## src/rtl/cpd_pkg.sv

```systemverilog
// ----------------------------------------------------------------------------
// cpd_pkg
// Shared types, codes and the CRC-32 byte update of the packet deframer.
// ----------------------------------------------------------------------------
package cpd_pkg;

    localparam int unsigned HEADER_BYTES = 20;
    localparam logic [31:0] CRC_POLY     = 32'hEDB8_8320;
    localparam logic [31:0] CRC_INIT     = 32'hFFFF_FFFF;

    localparam logic [31:0] MAGIC_RESET     = 32'h0000_0000;
    localparam logic [7:0]  END_RESET       = 8'h00;
    localparam logic [31:0] REPLY_RESET     = 32'h8000_0000;
    localparam logic [31:0] MAX_LEN_RESET   = 32'd67108864;

    localparam logic KIND_BYTE = 1'b0;
    localparam logic KIND_END  = 1'b1;

    typedef enum logic [2:0] {
        ST_OK        = 3'd0,
        ST_BAD_MAGIC = 3'd1,
        ST_TOO_LARGE = 3'd2,
        ST_NO_TERM   = 3'd3,
        ST_CRC       = 3'd4
    } cpd_status_t;

    typedef enum logic [1:0] {
        REG_MAGIC   = 2'd0,
        REG_END     = 2'd1,
        REG_REPLY   = 2'd2,
        REG_MAX_LEN = 2'd3
    } cpd_reg_idx_t;

    typedef struct packed {
        logic [31:0] magic_word;
        logic [7:0]  end_marker;
        logic [31:0] reply_flag_mask;
        logic [31:0] max_payload;
    } cpd_cfg_t;

    typedef struct packed {
        logic        result_kind;
        logic [7:0]  payload_byte;
        logic [31:0] stream_id;
        logic [31:0] msg_id;
        logic        reply_flag;
        logic [31:0] payload_length;
        cpd_status_t status;
    } cpd_result_t;

    function automatic logic [31:0] crc32_byte(input logic [31:0] crc, input logic [7:0] b);
        logic [31:0] c;
        c = crc ^ {24'd0, b};
        for (int k = 0; k < 8; k++) begin
            c = c[0] ? ((c >> 1) ^ CRC_POLY) : (c >> 1);
        end
        return c;
    endfunction

endpackage

```

## src/rtl/cpd_regs.sv

```systemverilog
// ----------------------------------------------------------------------------
// cpd_regs
// APB configuration registers of the packet deframer.
// ----------------------------------------------------------------------------
module cpd_regs (
    input  logic              clk,
    input  logic              rst_n,
    input  logic              psel,
    input  logic              penable,
    input  logic              pwrite,
    input  logic [3:0]        paddr,
    input  logic [31:0]       pwdata,
    output logic [31:0]       prdata,
    output logic              pready,
    output cpd_pkg::cpd_cfg_t cfg
);
    import cpd_pkg::*;

    cpd_cfg_t     cfg_reg;
    cpd_reg_idx_t idx;
    logic         wr_en;

    assign idx    = cpd_reg_idx_t'(paddr[3:2]);
    assign wr_en  = psel & penable & pwrite;
    assign pready = 1'b1;
    assign cfg    = cfg_reg;

    always_ff @(posedge clk or negedge rst_n)
    begin
        if (!rst_n)
        begin
            cfg_reg.magic_word      <= MAGIC_RESET;
            cfg_reg.end_marker      <= END_RESET;
            cfg_reg.reply_flag_mask <= REPLY_RESET;
            cfg_reg.max_payload     <= MAX_LEN_RESET;
        end
        else if (wr_en)
        begin
            unique case (idx)
                REG_MAGIC:   cfg_reg.magic_word      <= pwdata;
                REG_END:     cfg_reg.end_marker      <= pwdata[7:0];
                REG_REPLY:   cfg_reg.reply_flag_mask <= pwdata;
                REG_MAX_LEN: cfg_reg.max_payload     <= pwdata;
                default:     ;
            endcase
        end
    end

    always_comb
    begin
        unique case (idx)
            REG_MAGIC:   prdata = cfg_reg.magic_word;
            REG_END:     prdata = {24'd0, cfg_reg.end_marker};
            REG_REPLY:   prdata = cfg_reg.reply_flag_mask;
            REG_MAX_LEN: prdata = cfg_reg.max_payload;
            default:     prdata = 32'd0;
        endcase
    end

endmodule

```

## src/rtl/cpd_front.sv

```systemverilog
// ----------------------------------------------------------------------------
// cpd_front
// Byte parser: header assembly, running CRC-32, payload pass-through and
// packet end classification. Emits at most one result per accepted byte.
// ----------------------------------------------------------------------------
module cpd_front (
    input  logic                 clk,
    input  logic                 rst_n,
    input  cpd_pkg::cpd_cfg_t    cfg,
    input  logic                 accept,
    input  logic [7:0]           rx_byte,
    output logic                 push,
    output cpd_pkg::cpd_result_t item
);
    import cpd_pkg::*;

    typedef enum logic [1:0] {
        PH_HEADER  = 2'd0,
        PH_PAYLOAD = 2'd1,
        PH_TERM    = 2'd2
    } phase_t;

    localparam logic [4:0] LAST_HDR = 5'(HEADER_BYTES - 1);

    phase_t      phase_reg, phase_next;
    logic [4:0]  hcount_reg, hcount_next;
    logic [31:0] magic_reg, magic_next;
    logic [31:0] checksum_reg, checksum_next;
    logic [31:0] stream_reg, stream_next;
    logic [31:0] msgword_reg, msgword_next;
    logic [31:0] length_reg, length_next;
    logic [31:0] left_reg, left_next;
    logic [31:0] crc_reg, crc_next;

    logic        end_rec;
    cpd_status_t end_status;
    logic [2:0]  group;

    assign group = hcount_reg[4:2];

    always_comb
    begin
        phase_next    = phase_reg;
        hcount_next   = hcount_reg;
        magic_next    = magic_reg;
        checksum_next = checksum_reg;
        stream_next   = stream_reg;
        msgword_next  = msgword_reg;
        length_next   = length_reg;
        left_next     = left_reg;
        crc_next      = crc_reg;
        end_rec       = 1'b0;
        end_status    = ST_OK;
        push          = 1'b0;
        item          = '0;

        if (accept)
        begin
            unique case (phase_reg)
                PH_PAYLOAD:
                begin
                    crc_next          = crc32_byte(crc_reg, rx_byte);
                    left_next         = left_reg - 32'd1;
                    push              = 1'b1;
                    item.result_kind  = KIND_BYTE;
                    item.payload_byte = rx_byte;
                    if (left_reg == 32'd1)
                    begin
                        phase_next = PH_TERM;
                    end
                end
                PH_TERM:
                begin
                    end_rec = 1'b1;
                    if (rx_byte != cfg.end_marker)
                    begin
                        end_status = ST_NO_TERM;
                    end
                    else if ((crc_reg ^ CRC_INIT) != checksum_reg)
                    begin
                        end_status = ST_CRC;
                    end
                    else
                    begin
                        end_status = ST_OK;
                    end
                end
                default:
                begin
                    case (group)
                        3'd0:    magic_next    = {magic_reg[23:0], rx_byte};
                        3'd1:    checksum_next = {checksum_reg[23:0], rx_byte};
                        3'd2:    stream_next   = {stream_reg[23:0], rx_byte};
                        3'd3:    msgword_next  = {msgword_reg[23:0], rx_byte};
                        default: length_next   = {length_reg[23:0], rx_byte};
                    endcase
                    crc_next    = crc32_byte(crc_reg, (group == 3'd1) ? 8'd0 : rx_byte);
                    hcount_next = hcount_reg + 5'd1;
                    phase_next  = PH_HEADER;
                    if (hcount_reg >= LAST_HDR)
                    begin
                        hcount_next = 5'd0;
                        if (magic_reg != cfg.magic_word)
                        begin
                            end_rec    = 1'b1;
                            end_status = ST_BAD_MAGIC;
                        end
                        else if (length_next > cfg.max_payload)
                        begin
                            end_rec    = 1'b1;
                            end_status = ST_TOO_LARGE;
                        end
                        else if (length_next == 32'd0)
                        begin
                            phase_next = PH_TERM;
                        end
                        else
                        begin
                            phase_next = PH_PAYLOAD;
                            left_next  = length_next;
                        end
                    end
                end
            endcase

            if (end_rec)
            begin
                push                = 1'b1;
                item.result_kind    = KIND_END;
                item.stream_id      = stream_next;
                item.msg_id         = msgword_next & ~cfg.reply_flag_mask;
                item.reply_flag     = |(msgword_next & cfg.reply_flag_mask);
                item.payload_length = length_next;
                item.status         = end_status;
                phase_next          = PH_HEADER;
                hcount_next         = 5'd0;
                left_next           = 32'd0;
                crc_next            = CRC_INIT;
            end
        end
    end

    always_ff @(posedge clk or negedge rst_n)
    begin
        if (!rst_n)
        begin
            phase_reg    <= PH_HEADER;
            hcount_reg   <= 5'd0;
            magic_reg    <= 32'd0;
            checksum_reg <= 32'd0;
            stream_reg   <= 32'd0;
            msgword_reg  <= 32'd0;
            length_reg   <= 32'd0;
            left_reg     <= 32'd0;
            crc_reg      <= CRC_INIT;
        end
        else
        begin
            phase_reg    <= phase_next;
            hcount_reg   <= hcount_next;
            magic_reg    <= magic_next;
            checksum_reg <= checksum_next;
            stream_reg   <= stream_next;
            msgword_reg  <= msgword_next;
            length_reg   <= length_next;
            left_reg     <= left_next;
            crc_reg      <= crc_next;
        end
    end

endmodule

```

## src/rtl/cpd_back.sv

```systemverilog
// ----------------------------------------------------------------------------
// cpd_back
// Result queue between the parser and the output channel; its head is the
// output transaction.
// ----------------------------------------------------------------------------
module cpd_back #(
    parameter int unsigned DEPTH = 2
) (
    input  logic                 clk,
    input  logic                 rst_n,
    input  logic                 push,
    input  cpd_pkg::cpd_result_t item,
    output logic                 full,
    output logic                 out_valid,
    input  logic                 out_stall,
    output cpd_pkg::cpd_result_t out_item
);
    import cpd_pkg::*;

    localparam int unsigned PTR_W = (DEPTH > 1) ? $clog2(DEPTH) : 1;
    localparam int unsigned CNT_W = $clog2(DEPTH + 1);
    localparam logic [PTR_W-1:0] PTR_LAST = PTR_W'(DEPTH - 1);
    localparam logic [CNT_W-1:0] CNT_FULL = CNT_W'(DEPTH);

    cpd_result_t      queue_reg [DEPTH];
    logic [PTR_W-1:0] wr_ptr_reg, wr_ptr_next;
    logic [PTR_W-1:0] rd_ptr_reg, rd_ptr_next;
    logic [CNT_W-1:0] count_reg, count_next;
    logic             pop;

    assign full      = (count_reg == CNT_FULL);
    assign out_valid = (count_reg != '0);
    assign out_item  = queue_reg[rd_ptr_reg];
    assign pop       = out_valid & ~out_stall;

    always_comb
    begin
        wr_ptr_next = wr_ptr_reg;
        rd_ptr_next = rd_ptr_reg;
        count_next  = count_reg;
        if (push)
        begin
            wr_ptr_next = (wr_ptr_reg == PTR_LAST) ? '0 : wr_ptr_reg + 1'b1;
        end
        if (pop)
        begin
            rd_ptr_next = (rd_ptr_reg == PTR_LAST) ? '0 : rd_ptr_reg + 1'b1;
        end
        case ({push, pop})
            2'b10:   count_next = count_reg + 1'b1;
            2'b01:   count_next = count_reg - 1'b1;
            default: count_next = count_reg;
        endcase
    end

    always_ff @(posedge clk or negedge rst_n)
    begin
        if (!rst_n)
        begin
            wr_ptr_reg <= '0;
            rd_ptr_reg <= '0;
            count_reg  <= '0;
        end
        else
        begin
            wr_ptr_reg <= wr_ptr_next;
            rd_ptr_reg <= rd_ptr_next;
            count_reg  <= count_next;
        end
    end

    always_ff @(posedge clk)
    begin
        if (push)
        begin
            queue_reg[wr_ptr_reg] <= item;
        end
    end

endmodule

```

## src/rtl/crc_packet_deframer_core.sv

```systemverilog
// ----------------------------------------------------------------------------
// crc_packet_deframer_core
// Length-prefixed packet deframer with CRC-32 check.
// ----------------------------------------------------------------------------
// Accepts one received byte per cycle, back to back, and emits at most one
// transaction per byte: either the payload byte itself or a packet end record
// with stream, message id, reply flag, length and status. The rate of one byte
// per cycle is set by the parser, which does a full bytewise CRC-32 update and
// the header length compare combinationally. Results wait in a queue of
// QUEUE_DEPTH entries; input stalls only while that queue is full. The user
// writes the configuration registers over APB only while no packet is in
// flight; the block itself does not enforce this.
// ----------------------------------------------------------------------------
module crc_packet_deframer_core #(
    parameter int unsigned QUEUE_DEPTH = 2
) (
    input  logic                 clk,
    input  logic                 rst_n,
    input  logic                 psel,
    input  logic                 penable,
    input  logic                 pwrite,
    input  logic [3:0]           paddr,
    input  logic [31:0]          pwdata,
    output logic [31:0]          prdata,
    output logic                 pready,
    input  logic                 in_valid,
    output logic                 in_stall,
    input  logic [7:0]           rx_byte,
    output logic                 out_valid,
    input  logic                 out_stall,
    output logic                 result_kind,
    output logic [7:0]           payload_byte,
    output logic [31:0]          stream_id,
    output logic [31:0]          msg_id,
    output logic                 reply_flag,
    output logic [31:0]          payload_length,
    output logic [2:0]           status
);
    import cpd_pkg::*;

    cpd_cfg_t    cfg;
    cpd_result_t front_item;
    cpd_result_t out_item;
    logic        front_push;
    logic        queue_full;
    logic        accept;

    assign in_stall = queue_full;
    assign accept   = in_valid & ~queue_full;

    cpd_regs u_regs (
        .clk     (clk),
        .rst_n   (rst_n),
        .psel    (psel),
        .penable (penable),
        .pwrite  (pwrite),
        .paddr   (paddr),
        .pwdata  (pwdata),
        .prdata  (prdata),
        .pready  (pready),
        .cfg     (cfg)
    );

    cpd_front u_front (
        .clk     (clk),
        .rst_n   (rst_n),
        .cfg     (cfg),
        .accept  (accept),
        .rx_byte (rx_byte),
        .push    (front_push),
        .item    (front_item)
    );

    cpd_back #(
        .DEPTH (QUEUE_DEPTH)
    ) u_back (
        .clk       (clk),
        .rst_n     (rst_n),
        .push      (front_push),
        .item      (front_item),
        .full      (queue_full),
        .out_valid (out_valid),
        .out_stall (out_stall),
        .out_item  (out_item)
    );

    assign result_kind    = out_item.result_kind;
    assign payload_byte   = out_item.payload_byte;
    assign stream_id      = out_item.stream_id;
    assign msg_id         = out_item.msg_id;
    assign reply_flag     = out_item.reply_flag;
    assign payload_length = out_item.payload_length;
    assign status         = out_item.status;

endmodule

```

## config.mk

```make
export PLATFORM = sky130hd
export DESIGN_NAME = crc_packet_deframer_core
export DESIGN_NICKNAME = d
export VERILOG_FILES = /design/src/rtl/cpd_pkg.sv /design/src/rtl/cpd_regs.sv /design/src/rtl/cpd_front.sv /design/src/rtl/cpd_back.sv /design/src/rtl/crc_packet_deframer_core.sv
export SDC_FILE = /design/constraint.sdc
export NUM_CORES = 1
export LEC_CHECK = 0
export BUFFER_PORTS_ARGS = -buffer_cell sky130_fd_sc_hd__buf_4
export CAP_MARGIN = 20
export CORE_MARGIN = 2
export CORE_UTILIZATION = 30
export CTS_CLUSTER_DIAMETER = 50
export DETAILED_ROUTE_END_ITERATION = 10
export PLACE_DENSITY_LB_ADDON = 0.08
export SYNTH_ARGS = -nofsm -noshare
export SYNTH_HDL_FRONTEND = slang
export SYNTH_SLANG_ARGS = --single-unit
```

## constraint.sdc

```tcl
create_clock -name clk -period 9.2 [get_ports clk]
set_input_delay 0 -clock clk [delete_from_list [all_inputs] [get_ports clk]]
set_output_delay 0 -clock clk [all_outputs]
set_load 0.03 [all_outputs]
```

# Word-level counts from Yosys, hierarchy flattened
# Memories as Yosys holds them, arrays and structs flattened.
# Index checks and enable logic that the tools add are counted.
dict set report word_totals {
  register_bits 339
  ram_bits 218
  input_bits 51
  elab_cells 162
  memories 1
}
dict set report op_classes {
  add_sub_neg 6
  order_cmp 2
  n_eq_ne 21
  mux 68
  bitwise_logic 29
  n_reduce_logical 19
}
# memory words word_bits rd rd_ports_with_merged_regs write_ports line_no
set memory_table {}
lappend memory_table {u_back.queue_reg 2 109 1 0 1 cpd_back.sv:25} ;# cpd_result_t queue_reg [DEPTH];
# op n
set ops {}
lappend ops {{32-bit 2-to-1 mux} 31}
lappend ops {{13-bit NOT with 14-bit output} 16}
lappend ops {{32-bit case mux with 2 select lines} 2}
lappend ops {{32-bit case mux with 4 select lines} 1}
lappend ops {{109-bit 2-to-1 mux} 1}
lappend ops {{100-bit 2-to-1 mux} 1}
lappend ops {{32-bit AND} 2}
lappend ops {{32-bit inequality test} 2}
lappend ops {{32-bit NOT} 2}
lappend ops {{32-bit by 8-bit bitwise XOR with 32-bit output} 2}
lappend ops {{32-bit by 1-bit == test with 1-bit output, second input constant} 1}
lappend ops {{32-bit > comparator} 1}
lappend ops {{32-bit zero test} 1}
lappend ops {{32-bit OR reduction} 1}
lappend ops {{32-bit by 1-bit subtractor with 32-bit output, second input constant} 1}
lappend ops {{8-bit 2-to-1 mux} 2}
lappend ops {{5-bit 2-to-1 mux} 3}
lappend ops {{2-bit 2-to-1 mux} 7}
lappend ops {{1-bit 2-to-1 mux} 12}
lappend ops {{3-bit 2-to-1 mux} 4}
lappend ops {{2-bit AND reduction} 6}
lappend ops {{2-bit == test, second input constant} 5}
lappend ops {{3-bit inequality test, second input constant} 3}
lappend ops {{3-bit AND reduction} 3}
lappend ops {{other kinds (23)} 35}

# Longest topological paths before layout
dict set report logic_depth {
  depth_word 21
  ltp_mapped 18
  depth_no_buf 15
}

# By module
# A second synthesis with hierarchy kept.
dict set report hier_totals {
  cells_unflattened 2363
  hier_area_um2 28452.3
}
# mod instances cells_per_inst area_per_inst_um2 seq_area_each_um2
set by_module_without_submodules {}
lappend by_module_without_submodules {cpd_front 1 1711 15595.0 5820.6}
lappend by_module_without_submodules {cpd_back 1 356 8102.8 6646.4}
lappend by_module_without_submodules {cpd_regs 1 295 4740.8 2605.0}
lappend by_module_without_submodules {crc_packet_deframer_core 1 1 13.8 0.0}

# Least setup slack after synthesis
# No wires, ideal clock.
dict set report synth_path {
  path_kind {register to register}
  startpoint {register u_front.hcount_reg[4]}
  endpoint {memory u_back.queue_reg[0][0] in the netlist's numbering, enable pin}
  setup_time_ns 0.579
  arrival_ns 8.662
  required_time_ns 8.621
  path_slack_ns -0.041
  stages_incl_launch_ff 16
  synth_period_minus_slack_ns 9.241
  path_cell_list {dfrtp_1 > clkbuf_1 > buf_1 > clkbuf_1 > clkbuf_1 > mux2i_1 > inv_1 > ha_1 > nand4_1 > nor4_1 > a22oi_1 > a31o_2 > a31o_2 > nand2_1 > o21ai_0 > nor2_1}
}
dict set report synth_via {
  elab_chain_len 15
}
# item line_no
set synth_rtl {}
lappend synth_rtl {{start: declaration} cpd_front.sv:26} ;# logic [4:0] hcount_reg, hcount_next;
lappend synth_rtl {{start signal: assignment} cpd_front.sv:160} ;# hcount_reg <= hcount_next;
lappend synth_rtl {{3-bit by 2-bit == test with 1-bit output (tied with other cells)} cpd_front.sv:90} ;# case (group)
lappend synth_rtl {{4-bit OR reduction (no line)} -}
lappend synth_rtl {{32-bit 2-to-1 mux} cpd_front.sv:90}
lappend synth_rtl {{32-bit 2-to-1 mux} cpd_front.sv:59} ;# unique case (phase_reg)
lappend synth_rtl {{32-bit 2-to-1 mux} cpd_front.sv:57} ;# if (accept)
lappend synth_rtl {{32-bit > comparator} cpd_front.sv:108} ;# else if (length_next > cfg.max_payload)
lappend synth_rtl {{1-bit 2-to-1 mux} cpd_front.sv:108}
lappend synth_rtl {{1-bit 2-to-1 mux} cpd_front.sv:103} ;# if (magic_reg != cfg.magic_word)
lappend synth_rtl {{1-bit 2-to-1 mux (*)} cpd_front.sv:100} ;# if (hcount_reg >= LAST_HDR)
lappend synth_rtl {{1-bit case mux with 2 select lines (*)} cpd_front.sv:59}
lappend synth_rtl {{1-bit 2-to-1 mux (*)} cpd_front.sv:57}
lappend synth_rtl {{1-bit 2-to-1 mux (*)} cpd_front.sv:126} ;# if (end_rec)
lappend synth_rtl {{1-bit 2-to-1 mux (*)} cpd_front.sv:57}
lappend synth_rtl {{1-bit 2-to-1 mux (*)} cpd_back.sv:74} ;# if (push)
lappend synth_rtl {{1-bit 2-to-1 mux (not written as such) (*)} cpd_back.sv:76} ;# queue_reg[wr_ptr_reg] <= item;
lappend synth_rtl {{end: declaration} cpd_back.sv:25}
# Mark *: on every way between the ends. The rest lies on a longest branch, timed or not. The select of a mux whose other input is x is not followed.

# Final worst setup path
dict set report layout_path {
  startpoint {register u_front.hcount_reg[4]}
  endpoint {memory u_back.queue_reg[1][49] in the netlist's numbering, enable pin}
}
# The elaborated chain is that of the path after synthesis.

==> impl_metrics.json <==
{
  "reg2reg_slack_ps": 3000,
  "ir_worst_vdd_mv": 0.1739,
  "end_kind": "flip-flop",
  "port_buffers": 191,
  "fin_crit_ps": 6198,
  "fin_ws_ps": 3002,
  "drive_above_1_share_pct": 28.46,
  "drtIter0Drc": 1197,
  "cts-root-buf": "clkbuf_16",
  "power_mw": 11.70,
  "rows": 111,
  "rsz0062_at_grt": "no",
  "fin_util_pct": 37.20,
  "yosys_warnings": 0,
  "r2r-end": "u_back.queue_reg[1][49]",
  "syn2layout_area_growth_pct": 22.88,
  "ant_nets": 0,
  "initial_core_util_pct": 30.27,
  "grt_overflow_total": 0,
  "cts.sinks": 557,
  "postCtsSetupBuffers": 0,
  "dieArea_sq_mm": 0.09509,
  "gp_congestion": 0.8376,
  "min_from": "penable",
  "syn_avg_cell_area_sq_um": 11.58,
  "reg2reg_depth": 13,
  "grt_max_degree": 99,
  "async_flop_share_pct": 60.86,
  "largest_reg_flops": 218,
  "core_sq_mm": 0.09180,
  "yosysSeqAreaShare_pct": 54.23,
  "antenna_found_initial": 1,
  "setup-tns-final_ps": 0,
  "synth-edff-count": 218,
  "grtUsageTotal_pct": 19.00,
  "pre_cts_ws_ps": 2997,
  "drv_slew": 0,
  "dp_hpwl_mm": 62.09,
  "die_h_um": 308.4,
  "num_io_pins": 195,
  "fillers": 8925,
  "synth_top_area_cell": "dfrtp_1",
  "hold_path.class": "input port to flip-flop",
  "grt_pass1_vias": 19737,
  "drc_errors": 0,
  "maxCapViolations": 0,
  "cts.clk_slew.worst_paths_ps": 60,
  "hold_ws_ps": 69.62,
  "p_per_area_mw_per_mm2": 342.7,
  "synth_seq_cells": 557,
  "post-route-period-util_pct": 67.37,
  "netSwitchingPower_mw": 4.468,
  "post-place-cells": 3720,
  "die_w_um": 308.4,
  "routedWlPerCell_um": 23.00,
  "max_clock_freq_mhz": 161.3,
  "final_cell_area_sq_mm": 0.03415,
  "place_area_sq_mm": 0.03057,
  "crit_type": "flip-flop to flip-flop",
  "skew_ps": 30.75,
  "syn-num-nets": 2489,
  "cts_tree": "yes",
  "synth_cells": 2400,
  "clockPowerShare_pct": 29.4,
  "ys.flop_type": "dfrtp_1",
  "crit_arrival_ps": 6430,
  "yosys-top-cells-area": "dfrtp_1 27%, edfxtp_1 24%, mux2_2 13%",
  "worst-path-max-fanout": 98,
  "drt-pass1-iter-count": 5,
  "rr_startpoint": "u_front.hcount_reg[4]",
  "status": "completed",
  "hold_violations": 0,
  "num_antenna_cells": 0,
  "seqPwrFrac_pct": 31.8,
  "share_comb_of_total_power_pct": 38.7,
  "netlist_area_sq_mm": 0.02779,
  "viasPerCell": 4.934,
  "worstSkewPairLatency_ps": 640,
  "yosys.area.top_type_share_pct": 27.46,
  "sw_frac_of_total_pct": 38.18,
  "max_slew.worst_pin.slew_ps": 1054,
  "worstPathRequired_ps": 9430,
  "p_leak_nw": 13.83,
  "ys_types": 62,
  "dr_total_vias": 19396,
  "startpoint_type": "flip-flop",
  "wl_mm": 90.43,
  "ctsHtreeMaxLevel": 3,
  "finalNetCount": 2702,
  "internal_power_mw": 7.233,
  "grt_pass1_wl_mm": 133.9,
  "maxSlewHeadroom_pct": 29.48,
  "cts_buffer_depth": 3,
  "setup_viol": 0,
  "hold_end": "u_regs.cfg[101]",
  "cts_buffers": 88,
  "worstHoldPathCells": 4,
  "finalNonFillerCells": 3931
}
-- power groups by stage --
stage / combinational, mW / clock [mW] / sequential [mW]
finish: 4.53 / 3.44 / 3.72
global route: 4.94 / 3.65 / 3.80
CTS: 4.59 / 3.54 / 3.74
detailed placement: 4.55 / 0 / 3.78
global placement: 4.52 / 0 / 3.77
floorplan: 3.38 / 0 / 3.43
-- cell families after synthesis --
family | count (synthesis) | synth area share [%]
AOI/OAI and AO/OA | 388 | 8.577
xor gates and xnor gates | 219 | 7.051
adders and majority gates | 38 | 1.711
buffers and inverters | 257 | 3.543
DFF | 557 | 54.23
muxes | 390 | 15.81
other | 1 | 0.01349
and+or+nand+nor | 550 | 9.059
-- metal layers --
metal | wire length, um | track usage [%] | up-vias
li1 | - | - | 9030
met1 | 43610 | 27.37 | 9822
met2 | 41710 | 30.25 | 446
met3 | 3818 | 2.845 | 98
met4 | 1284 | 3.812 | 0
met5 | 0 | 0 | -
-- worst max-delay path, stage by stage, from the launching register on --
cell	delay, ps
dfrtp_2	720
buf_4	500
mux2i_1	730
inv_1	120
ha_1	340
nand4_1	160
nor4_1	480
and3_1	240
a31o_2	200
a31o_2	210
nand2_1	410
o21ai_0	890
nor2_4	230
buf_12	290
-- how the worst max path moves through the flow --
stage                          start                       to  slack, ps  cells after the start
3_5_place_dp   u_front.hcount_reg[4]  u_back.queue_reg[1][53]       3000                     13
4_1_cts        u_front.hcount_reg[4]  u_back.queue_reg[1][49]       2970                     13
5_1_grt        u_front.hcount_reg[4]  u_back.queue_reg[1][57]       2580                     13
2_1_floorplan  u_front.hcount_reg[4]   u_back.queue_reg[0][0]        -40                     15
3_3_place_gp   u_front.hcount_reg[4]  u_back.queue_reg[0][58]       3110                     13
6_report       u_front.hcount_reg[4]  u_back.queue_reg[1][49]       3000                     13
-- area by class of cell --
class / count / area, sq um / share of cell area, %
well taps: 1243 / 1555 / 4.554
clock inverters: 58 / 723.2 / 2.118
flip-flops and latches: 557 / 15080 / 44.15
multi-input cells: 1586 / 11790 / 34.54
inverters: 105 / 394.1 / 1.154
clock buffers: 107 / 2354 / 6.892
repair buffers: 275 / 2251 / 6.592
-- cell usage in the layout, fill, tap and decap left out, types with 6 or more instances in the layout --
cell | synthesis | final
xnor2_1 | 127 | 127
edfxtp_1 | 218 | 218
buf_4 | 1 | 224
clkbuf_8 | 0 | 8
a22o_1 | 38 | 38
o211ai_1 | 13 | 13
dfstp_2 | 34 | 34
or3_1 | 8 | 8
o22ai_1 | 15 | 15
inv_1 | 105 | 105
a21oi_1 | 85 | 85
nand3_1 | 13 | 13
clkinv_2 | 0 | 17
o221ai_1 | 6 | 6
nor4_1 | 28 | 28
bufinv_16 | 0 | 10
nand4_1 | 26 | 26
nor3_1 | 55 | 52
dlygate4sd3_1 | 0 | 43
clkbuf_16 | 0 | 88
and3_1 | 14 | 14
nor2b_1 | 7 | 7
nor2_1 | 105 | 103
nand2_1 | 254 | 251
mux2_2 | 312 | 312
clkinv_4 | 0 | 9
o21ai_0 | 153 | 153
a211oi_1 | 33 | 33
inv_6 | 0 | 8
dfrtp_1 | 305 | 303
mux4_2 | 8 | 8
o31ai_1 | 8 | 8
xor2_1 | 89 | 89
clkbuf_1 | 124 | 11
ha_1 | 38 | 36
mux2i_1 | 70 | 70
-- synthesized netlist by cell type, types with 5 or more instances --
cell type	count
buf_1	24
a211o_1	5
nor3_1	55
and2_1	6
nor4_1	28
xor2_1	89
o31ai_1	8
clkbuf_1	124
dfrtp_1	305
o21a_1	5
or3_1	8
xnor2_1	127
inv_1	105
a22o_1	38
nor3b_1	6
nand4_1	26
a211oi_1	33
nor2b_1	7
nor2_1	105
o221ai_1	6
o21ai_0	153
dfstp_2	34
edfxtp_1	218
nand2_1	254
o211ai_1	13
nand3_1	13
ha_1	38
o22ai_1	15
a21oi_1	85
nand2b_1	5
and3_1	14
mux2i_1	70
mux2_2	312
mux4_2	8
-- timing repair --
| item | in CTS | in global routing |
|---|---|---|
| hold buffers | 44 | 0 |
| endpoints found under the hold margin | 228 | 0 |
| resized for setup | 0 | 0 |
| setup endpoints to repair | 0 | 0 |
Power figures use the tool's default switching activity.
